## src/rtl/core/ccd_pkg.sv

```systemverilog
// ----------------------------------------------------------------------------
// ccd_pkg: shared types and constants of the concentric circle dedup block
// Holds the circle record, the per-cell control and status groups and the
// control state type.
// ----------------------------------------------------------------------------
package ccd_pkg;

  localparam int MAX_CIRCLES = 32;
  localparam int COORD_W     = 12;
  localparam int RADIUS_W    = 11;

  typedef struct packed {
    logic [COORD_W-1:0]  x;
    logic [COORD_W-1:0]  y;
    logic [RADIUS_W-1:0] r;
  } ccd_circle_t;

  typedef struct packed {
    logic        valid;
    logic        kept;
    ccd_circle_t circle;
  } ccd_entry_t;

  typedef struct packed {
    logic ins;
    logic shift;
    logic clear;
  } ccd_ctrl_t;

  typedef enum logic {
    CCD_COLLECT,
    CCD_DRAIN
  } ccd_state_t;

endpackage

```

## src/rtl/core/ccd_in_if.sv

```systemverilog
// ----------------------------------------------------------------------------
// ccd_in_if: candidate circle channel
// Valid/ready channel that carries one candidate circle per transfer.
// ----------------------------------------------------------------------------
interface ccd_in_if;
  logic                         valid;
  logic                         ready;
  logic [ccd_pkg::COORD_W-1:0]  center_x;
  logic [ccd_pkg::COORD_W-1:0]  center_y;
  logic [ccd_pkg::RADIUS_W-1:0] radius;
  logic                         last_circle;

  modport source (output valid, output center_x, output center_y, output radius,
                  output last_circle, input ready);
  modport sink (input valid, input center_x, input center_y, input radius,
                input last_circle, output ready);
endinterface

```

## src/rtl/core/ccd_out_if.sv

```systemverilog
// ----------------------------------------------------------------------------
// ccd_out_if: surviving circle channel
// Valid/ready channel that carries one surviving circle per transfer.
// ----------------------------------------------------------------------------
interface ccd_out_if;
  logic                         valid;
  logic                         ready;
  logic [ccd_pkg::COORD_W-1:0]  out_center_x;
  logic [ccd_pkg::COORD_W-1:0]  out_center_y;
  logic [ccd_pkg::RADIUS_W-1:0] out_radius;
  logic                         last_survivor;
  logic                         overflowed;

  modport source (output valid, output out_center_x, output out_center_y,
                  output out_radius, output last_survivor, output overflowed,
                  input ready);
  modport sink (input valid, input out_center_x, input out_center_y,
                input out_radius, input last_survivor, input overflowed,
                output ready);
endinterface

```

## src/rtl/core/ccd_cell.sv

```systemverilog
// ----------------------------------------------------------------------------
// ccd_cell: one entry of the circle chain
// Holds one stored circle, compares it with the arriving circle, takes the
// arriving circle when it is the first free cell, and takes its upper
// neighbor's entry when the chain shifts toward the output.
// ----------------------------------------------------------------------------
module ccd_cell (
  input  logic                clk,
  input  logic                rst,
  input  ccd_pkg::ccd_ctrl_t  ctrl,
  input  ccd_pkg::ccd_circle_t circle_in,
  input  logic                prev_valid,
  input  ccd_pkg::ccd_entry_t nbr,
  output ccd_pkg::ccd_entry_t entry,
  output logic                match,
  output logic                bigger
);

  logic free_first;

  assign free_first = !entry.valid && prev_valid;
  assign match  = entry.kept && (entry.circle.x == circle_in.x) &&
                  (entry.circle.y == circle_in.y);
  assign bigger = circle_in.r > entry.circle.r;

  always_ff @(posedge clk) begin
    if (rst || ctrl.clear) begin
      entry.valid <= 1'b0;
      entry.kept  <= 1'b0;
    end else if (ctrl.shift) begin
      entry.valid <= nbr.valid;
      entry.kept  <= nbr.kept;
    end else if (ctrl.ins) begin
      if (free_first) begin
        entry.valid <= 1'b1;
        entry.kept  <= 1'b1;
      end else if (match) begin
        entry.kept <= 1'b0;
      end
    end
    if (ctrl.shift) begin
      entry.circle <= nbr.circle;
    end else if (ctrl.ins && free_first) begin
      entry.circle <= circle_in;
    end
  end

endmodule

```

## src/rtl/core/concentric_circle_dedup.sv

```systemverilog
// ----------------------------------------------------------------------------
// concentric_circle_dedup: keeps the largest circle of each exact center
// Candidate circles arrive on the circles channel, one per transfer, and the
// survivors of each list leave on the survivors channel in arrival order.
// While a list is collected the block takes one circle every cycle: each cell
// of the chain compares its stored circle with the arriving one in the same
// cycle. After the transfer of the circle marked last_circle the chain
// shifts toward the output one cell per cycle unless the receiver stalls,
// until no kept entry is left and the chain is cleared for the next list.
// Dropped entries ahead of the first survivor are shifted out before it is
// loaded into the output register. No circle is taken during the drain.
// The output register holds a survivor until it is taken; while the
// receiver stalls the chain holds at a kept entry. Circles that find the
// chain full are dropped and every survivor of that list carries overflowed.
// Synchronous reset empties the chain and the output register; no clearing
// pass is needed.
// ----------------------------------------------------------------------------
module concentric_circle_dedup (
  input  logic     clk,
  input  logic     rst,
  ccd_in_if.sink   circles,
  ccd_out_if.source survivors
);

  localparam int N = ccd_pkg::MAX_CIRCLES;

  ccd_pkg::ccd_state_t  state, state_next;
  ccd_pkg::ccd_ctrl_t   ctrl;
  ccd_pkg::ccd_circle_t circle_in;
  ccd_pkg::ccd_entry_t  entries [N];
  logic [N-1:0]         match_vec, bigger_vec, valid_vec, kept_vec;
  logic                 accept, found, larger, need_entry, full;
  logic                 ovf, ovf_next, load, any_kept, rest_kept;

  assign circle_in.x = circles.center_x;
  assign circle_in.y = circles.center_y;
  assign circle_in.r = circles.radius;

  for (genvar i = 0; i < N; i++) begin : g_cell
    ccd_pkg::ccd_entry_t nbr;
    logic                prev_valid;
    if (i == N - 1) begin : g_top
      assign nbr = '0;
    end else begin : g_mid
      assign nbr = entries[i+1];
    end
    if (i == 0) begin : g_first
      assign prev_valid = 1'b1;
    end else begin : g_next
      assign prev_valid = entries[i-1].valid;
    end
    ccd_cell u_cell (
      .clk        (clk),
      .rst        (rst),
      .ctrl       (ctrl),
      .circle_in  (circle_in),
      .prev_valid (prev_valid),
      .nbr        (nbr),
      .entry      (entries[i]),
      .match      (match_vec[i]),
      .bigger     (bigger_vec[i])
    );
    assign valid_vec[i] = entries[i].valid;
    assign kept_vec[i]  = entries[i].kept;
  end

  assign accept     = circles.valid && circles.ready;
  assign found      = |match_vec;
  assign larger     = |(match_vec & bigger_vec);
  assign need_entry = !found || larger;
  assign full       = valid_vec[N-1];
  assign any_kept   = |kept_vec;
  assign rest_kept  = |kept_vec[N-1:1];

  always_comb begin
    state_next = state;
    case (state)
      ccd_pkg::CCD_COLLECT: begin
        if (accept && circles.last_circle) begin
          state_next = ccd_pkg::CCD_DRAIN;
        end
      end
      ccd_pkg::CCD_DRAIN: begin
        if (!any_kept) begin
          state_next = ccd_pkg::CCD_COLLECT;
        end
      end
      default: state_next = ccd_pkg::CCD_COLLECT;
    endcase
  end

  always_comb begin
    circles.ready = 1'b0;
    load          = 1'b0;
    ctrl          = '0;
    ovf_next      = ovf;
    case (state)
      ccd_pkg::CCD_COLLECT: begin
        circles.ready = 1'b1;
        ctrl.ins      = accept && need_entry && !full;
        if (accept && need_entry && full) begin
          ovf_next = 1'b1;
        end
      end
      ccd_pkg::CCD_DRAIN: begin
        if (!any_kept) begin
          ctrl.clear = 1'b1;
          ovf_next   = 1'b0;
        end else begin
          load       = entries[0].kept && (!survivors.valid || survivors.ready);
          ctrl.shift = !entries[0].kept || load;
        end
      end
      default: begin
        ctrl.clear = 1'b1;
      end
    endcase
  end

  always_ff @(posedge clk) begin
    if (rst) begin
      state           <= ccd_pkg::CCD_COLLECT;
      ovf             <= 1'b0;
      survivors.valid <= 1'b0;
    end else begin
      state <= state_next;
      ovf   <= ovf_next;
      if (load) begin
        survivors.valid <= 1'b1;
      end else if (survivors.ready) begin
        survivors.valid <= 1'b0;
      end
    end
  end

  always_ff @(posedge clk) begin
    if (load) begin
      survivors.out_center_x  <= entries[0].circle.x;
      survivors.out_center_y  <= entries[0].circle.y;
      survivors.out_radius    <= entries[0].circle.r;
      survivors.last_survivor <= !rest_kept;
      survivors.overflowed    <= ovf;
    end
  end

  a_kept_valid: assert property (@(posedge clk) disable iff (rst)
    (kept_vec & ~valid_vec) == '0)
    else $error("kept entry without a valid circle");

  a_one_match: assert property (@(posedge clk) disable iff (rst)
    $onehot0(match_vec))
    else $error("two kept entries share a center");

  a_no_shift_collect: assert property (@(posedge clk) disable iff (rst)
    (state == ccd_pkg::CCD_COLLECT) |-> !ctrl.shift && !load)
    else $error("chain shifted while collecting");

  a_last_ends: assert property (@(posedge clk) disable iff (rst)
    (load && !rest_kept) |=> !any_kept)
    else $error("kept entry left after the final survivor");

endmodule
```

## src/flat_wrapper.sv

```systemverilog
// flat-port wrapper written by rule: the top's interface ports become plain ports
module concentric_circle_dedup_flat 
  (clk, rst, circles_valid, circles_center_x, circles_center_y, circles_radius, circles_last_circle, circles_ready, survivors_valid, survivors_out_center_x, survivors_out_center_y, survivors_out_radius, survivors_last_survivor, survivors_overflowed, survivors_ready);
  ccd_in_if circles_i ();
  ccd_out_if survivors_i ();
  input  logic clk;
  input  logic rst;
  input wire logic [$bits(circles_i.valid)-1:0] circles_valid;
  input wire logic [$bits(circles_i.center_x)-1:0] circles_center_x;
  input wire logic [$bits(circles_i.center_y)-1:0] circles_center_y;
  input wire logic [$bits(circles_i.radius)-1:0] circles_radius;
  input wire logic [$bits(circles_i.last_circle)-1:0] circles_last_circle;
  output wire logic [$bits(circles_i.ready)-1:0] circles_ready;
  output wire logic [$bits(survivors_i.valid)-1:0] survivors_valid;
  output wire logic [$bits(survivors_i.out_center_x)-1:0] survivors_out_center_x;
  output wire logic [$bits(survivors_i.out_center_y)-1:0] survivors_out_center_y;
  output wire logic [$bits(survivors_i.out_radius)-1:0] survivors_out_radius;
  output wire logic [$bits(survivors_i.last_survivor)-1:0] survivors_last_survivor;
  output wire logic [$bits(survivors_i.overflowed)-1:0] survivors_overflowed;
  input wire logic [$bits(survivors_i.ready)-1:0] survivors_ready;
  assign circles_i.valid = circles_valid;
  assign circles_i.center_x = circles_center_x;
  assign circles_i.center_y = circles_center_y;
  assign circles_i.radius = circles_radius;
  assign circles_i.last_circle = circles_last_circle;
  assign circles_ready = circles_i.ready;
  assign survivors_valid = survivors_i.valid;
  assign survivors_out_center_x = survivors_i.out_center_x;
  assign survivors_out_center_y = survivors_i.out_center_y;
  assign survivors_out_radius = survivors_i.out_radius;
  assign survivors_last_survivor = survivors_i.last_survivor;
  assign survivors_overflowed = survivors_i.overflowed;
  assign survivors_i.ready = survivors_ready;
  concentric_circle_dedup u_core (.clk(clk), .rst(rst), .circles(circles_i), .survivors(survivors_i));
endmodule
```

## config.mk

```make
export PLATFORM = sky130hd
export DESIGN_NAME = concentric_circle_dedup_flat
export DESIGN_NICKNAME = d
export VERILOG_FILES = /design/src/rtl/core/ccd_pkg.sv /design/src/rtl/core/ccd_in_if.sv /design/src/rtl/core/ccd_out_if.sv /design/src/rtl/core/ccd_cell.sv /design/src/rtl/core/concentric_circle_dedup.sv /design/src/flat_wrapper.sv
export SDC_FILE = /design/constraint.sdc
export NUM_CORES = 2
export LEC_CHECK = 0
export BUFFER_PORTS_ARGS = -buffer_cell sky130_fd_sc_hd__buf_2
export CORE_ASPECT_RATIO = 0.8
export CORE_UTILIZATION = 50
export CTS_CLUSTER_DIAMETER = 60
export DETAILED_ROUTE_END_ITERATION = 8
export PLACE_DENSITY = 0.74
export REMOVE_ABC_BUFFERS = 1
export SETUP_SLACK_MARGIN = 0.02
export SLEW_MARGIN = 10
export SYNTH_ARGS = -nofsm -noshare
export SYNTH_HDL_FRONTEND = slang
export SYNTH_SLANG_ARGS = --single-unit
export TNS_END_PERCENT = 1
```

## constraint.sdc

```tcl
create_clock -name clk -period 8.5 [get_ports clk]
set_input_delay 1.7 -clock clk [delete_from_list [all_inputs] [get_ports clk]]
set_output_delay 1.7 -clock clk [all_outputs]
set_load 0.01 [all_outputs]
```

==> results_dict.tcl <==
set metrics [dict create \
    ys_seq_area_share_pct 55.0 \
    relSlewSlack_pct 4.64 \
    num_rows 117 \
    crit_path_end "u_core.g_cell[31].u_cell.entry[17]" \
    grt_overflow_total 0 \
    synth_warnings 0 \
    dr.pass1.iters 8 \
    nFillCells 10600 \
    critPathLaunchType "primary input" \
    r2r_end "u_core.g_cell[28].u_cell.entry[2]" \
    io_buffer_count 78 \
    syn_area_um2 64900 \
    synthSimpleGateAreaFrac_pct 15.0 \
    outcome "finished, final reports clean" \
    grt_usage_pct 30.8 \
    gr-usage-met3_pct 8.08 \
    synth-main-ff-cell "edfxtp_1" \
    path_class "in2reg" \
    gp_congestion 0.998 \
    fin_crit_ns 6.60 \
    r2r_start "u_core.g_cell[6].u_cell.entry[35]" \
    cp.arrival_ns 7.26 \
    ys_ff_latch 1224 \
    drc 0 \
    drtAntennaViolNets 0 \
    final_nets 6557 \
    setup_tns_ns 0 \
    yosysTopAreaCellShare_pct 51.9 \
    fin_ws_ns 1.90 \
    area_growth_pct 10.2 \
    power_density_nw_per_um2 374 \
    post-cts-setup-buffers 0 \
    cts-buffers-inserted 121 \
    multiInputGateArea_um2 26200 \
    cts.clk_slew.worst_paths_ns 0.06 \
    final-setup-viol-count 0 \
    rsz0062_at_grt "no" \
    htreeDepth 3 \
    dieWidth_um 405 \
    yosys.area_share.adder_pct 6.78 \
    cts_sinks 1224 \
    cp-startpoint "circles_radius[0]" \
    cts_resized 0 \
    power_leakage_nw 27.6 \
    synth_top_family_by_area "simple AND/OR/NAND/NOR gates" \
    period_share_pct 77.7 \
    grt_pass1_wl_um 301000 \
    maxSlewViolCount 0 \
    total_power_mw 26.7 \
    cp.required_ns 9.16 \
    insertion_delay_ns 0.77 \
    rrSetupSlack_ns 2.86 \
    ios 79 \
    place_ws_ns 1.25 \
    synthTopCellsByArea "edfxtp_1, nand2_1, xnor2_1, ha_1, xor2_1" \
    hold_class "reg2reg" \
    wl_per_cell_um 25.8 \
    cts_root_buf "clkbuf_16" \
    hold_ws_ns 0.463 \
    drt_iter0_markers 7288 \
    clock_skew_ns 0.0484 \
    cts_buffer_depth 3 \
    synth_edf_count 1122 \
    synthCells 6173 \
    critical_path.max_fanout 19 \
    grt_pass1_vias 47000 \
    gr-usage-met1_pct 43.8 \
    hold_viol 0 \
    ctsHoldBuffers 0 \
    worst_setup_path_end_kind "register" \
    fmaxAchievable_mhz 151 \
    drive_gt1_share_pct 8.11 \
    synth_compound_area_share_pct 6.96 \
    routed_wl_um 206000 \
    synth_async_sr_flop_share_pct 0 \
    dp_hpwl_um 141000 \
    yosysTopAreaCell "edfxtp_1" \
    coreArea_um2 128000 \
    ys_types 55 \
    layout.area.seq_um2 35700 \
    die_y_um 324 \
    syn_avg_cell_area_um2 10.5 \
    worst_pin_slew_ns 1.42 \
    yosys.area_share.xor_xnor_pct 10.4 \
    num_vias 49000 \
    routed_via_density 6.12 \
    muxShareOfSynthArea_pct 0.557 \
    cap_viol_max_count 0 \
    grt_max_degree 252 \
    grt_busiest_layer "met2" \
    gr-usage-met2_pct 44.8 \
    vdd_ir_drop_max_uv 377 \
    antenna_found_initial 8 \
    start_util_pct 50.7 \
    r2r_cells 8 \
    die_area_um2 131000 \
    cts_tree "yes" \
]
-- metal layers --
layer / share of wire, % / vias up
met3: 14 / 557
met1: 39 / 23700
met5: 0.024 / -
met4: 4.3 / 8
li1: - / 21300
met2: 42 / 3449
-- layout by cell type (no fill, tap or decap), drive strengths merged, types with 14 or more instances in the layout --
master / synthesis / final
a211oi: 42 / 42
a21o: 31 / 31
a21oi: 107 / 107
buf: 113 / 238
bufinv: 0 / 15
clkbuf: 256 / 148
clkinv: 0 / 54
dfxtp: 102 / 102
edfxtp: 1122 / 1122
ha: 352 / 352
inv: 364 / 371
mux2i: 35 / 35
nand2: 1754 / 1754
nand3: 48 / 48
nand3b: 16 / 16
nand4: 209 / 209
nor2: 88 / 88
nor2b: 14 / 14
nor3: 66 / 66
nor4: 92 / 92
o211a: 25 / 25
o211ai: 57 / 57
o21ai: 399 / 399
o221ai: 28 / 28
xnor2: 525 / 525
xor2: 243 / 243
-- worst max-delay path, cell delays in order --
cell       delay (ns)
buf_2            0.09
clkinv_1         0.97
ha_1             0.75
nand4_1          0.18
nand3_1          0.47
o32ai_1          0.18
nor4_1           0.82
o2111ai_4        0.34
o21ai_4          0.47
or2_2            0.61
buf_4            0.37
mux2i_1          0.24
-- stage by stage --
stage | cells | utilization, % | area, µm²
final | 8001 | 55.9 | 71600
after detailed placement | 7767 | 52.6 | 67300
after global routing | 7998 | 55.9 | 71600
after CTS | 7998 | 55.9 | 71600
after global placement | 7767 | 52.6 | 67300
after floorplan | 5804 | - | 62900
-- worst min path at each step --
stage	slack [ns]	cells after the start	to	from
floorplan	0.41	0	u_core.survivors.overflowed	u_core.ovf
global placement	0.45	2	u_core.g_cell[31].u_cell.entry[5]	u_core.g_cell[31].u_cell.entry[5]
detailed placement	0.45	2	u_core.g_cell[31].u_cell.entry[1]	u_core.g_cell[31].u_cell.entry[1]
CTS	0.46	2	u_core.g_cell[31].u_cell.entry[1]	u_core.g_cell[31].u_cell.entry[1]
global route	0.49	2	u_core.g_cell[31].u_cell.entry[8]	u_core.g_cell[31].u_cell.entry[8]
finish	0.46	2	u_core.g_cell[31].u_cell.entry[1]	u_core.g_cell[31].u_cell.entry[1]
-- cells in the mapped netlist (3+ instances only) --
cell,number
a2111oi_0,7
a211oi_1,42
a21o_1,31
a21oi_1,107
a221oi_1,3
a31oi_1,6
a41oi_1,6
and3_1,10
and4_1,5
buf_2,12
buf_4,29
buf_6,68
clkbuf_1,255
dfxtp_1,102
edfxtp_1,1122
ha_1,352
inv_1,364
mux2i_1,35
nand2_1,1754
nand2b_1,5
nand3_1,48
nand3b_1,16
nand4_1,209
nor2_1,88
nor2b_1,14
nor3_1,66
nor4_1,92
o211a_1,25
o211ai_1,57
o21a_1,11
o21ai_0,398
o221ai_1,28
o2bb2ai_1,4
o32ai_1,10
xnor2_1,525
xor2_1,243
-- report_power, final --
part	internal [mW]	switching (mW)
Sequential	10.2	1.53
Combinational	2.83	6.44
Clock	3.26	2.48
Total	16.3	10.4
-- flip-flops by register name, summed over array words and instances, names as in the netlist --
register and cells:
u_core.survivors.last_survivor 1, u_core.state 1, u_core.g_cell.u_cell.entry 1184, u_core.survivors.valid 1, u_core.survivors.out_radius 11, u_core.survivors.out_center_x 12
u_core.ovf 1, u_core.survivors.out_center_y 12, u_core.survivors.overflowed 1
-- final cells by class --
cell class / instances / area share, %
tap: 1725 / 3.02
sequential: 1224 / 49.9
antenna: 3 / 0.0105
multi-input combinational: 4216 / 36.6
inverter: 364 / 1.91
clock inverter: 83 / 1.27
timing repair buffer: 238 / 2.57
clock buffer: 148 / 4.65
-- cells by family (layout without fill, tap and decap cells) --
| logic type | Yosys count | in the layout |
|---|---|---|
| buf+inv | 733 | 833 |
| flops | 1224 | 1224 |
| mux | 36 | 36 |
| xor+xnor | 768 | 768 |
| simple gates | 2312 | 2312 |
| other cells | 0 | 3 |
| fa+ha+maj | 352 | 352 |
| compound gates | 748 | 748 |
Power figures use the tool's default switching activity.
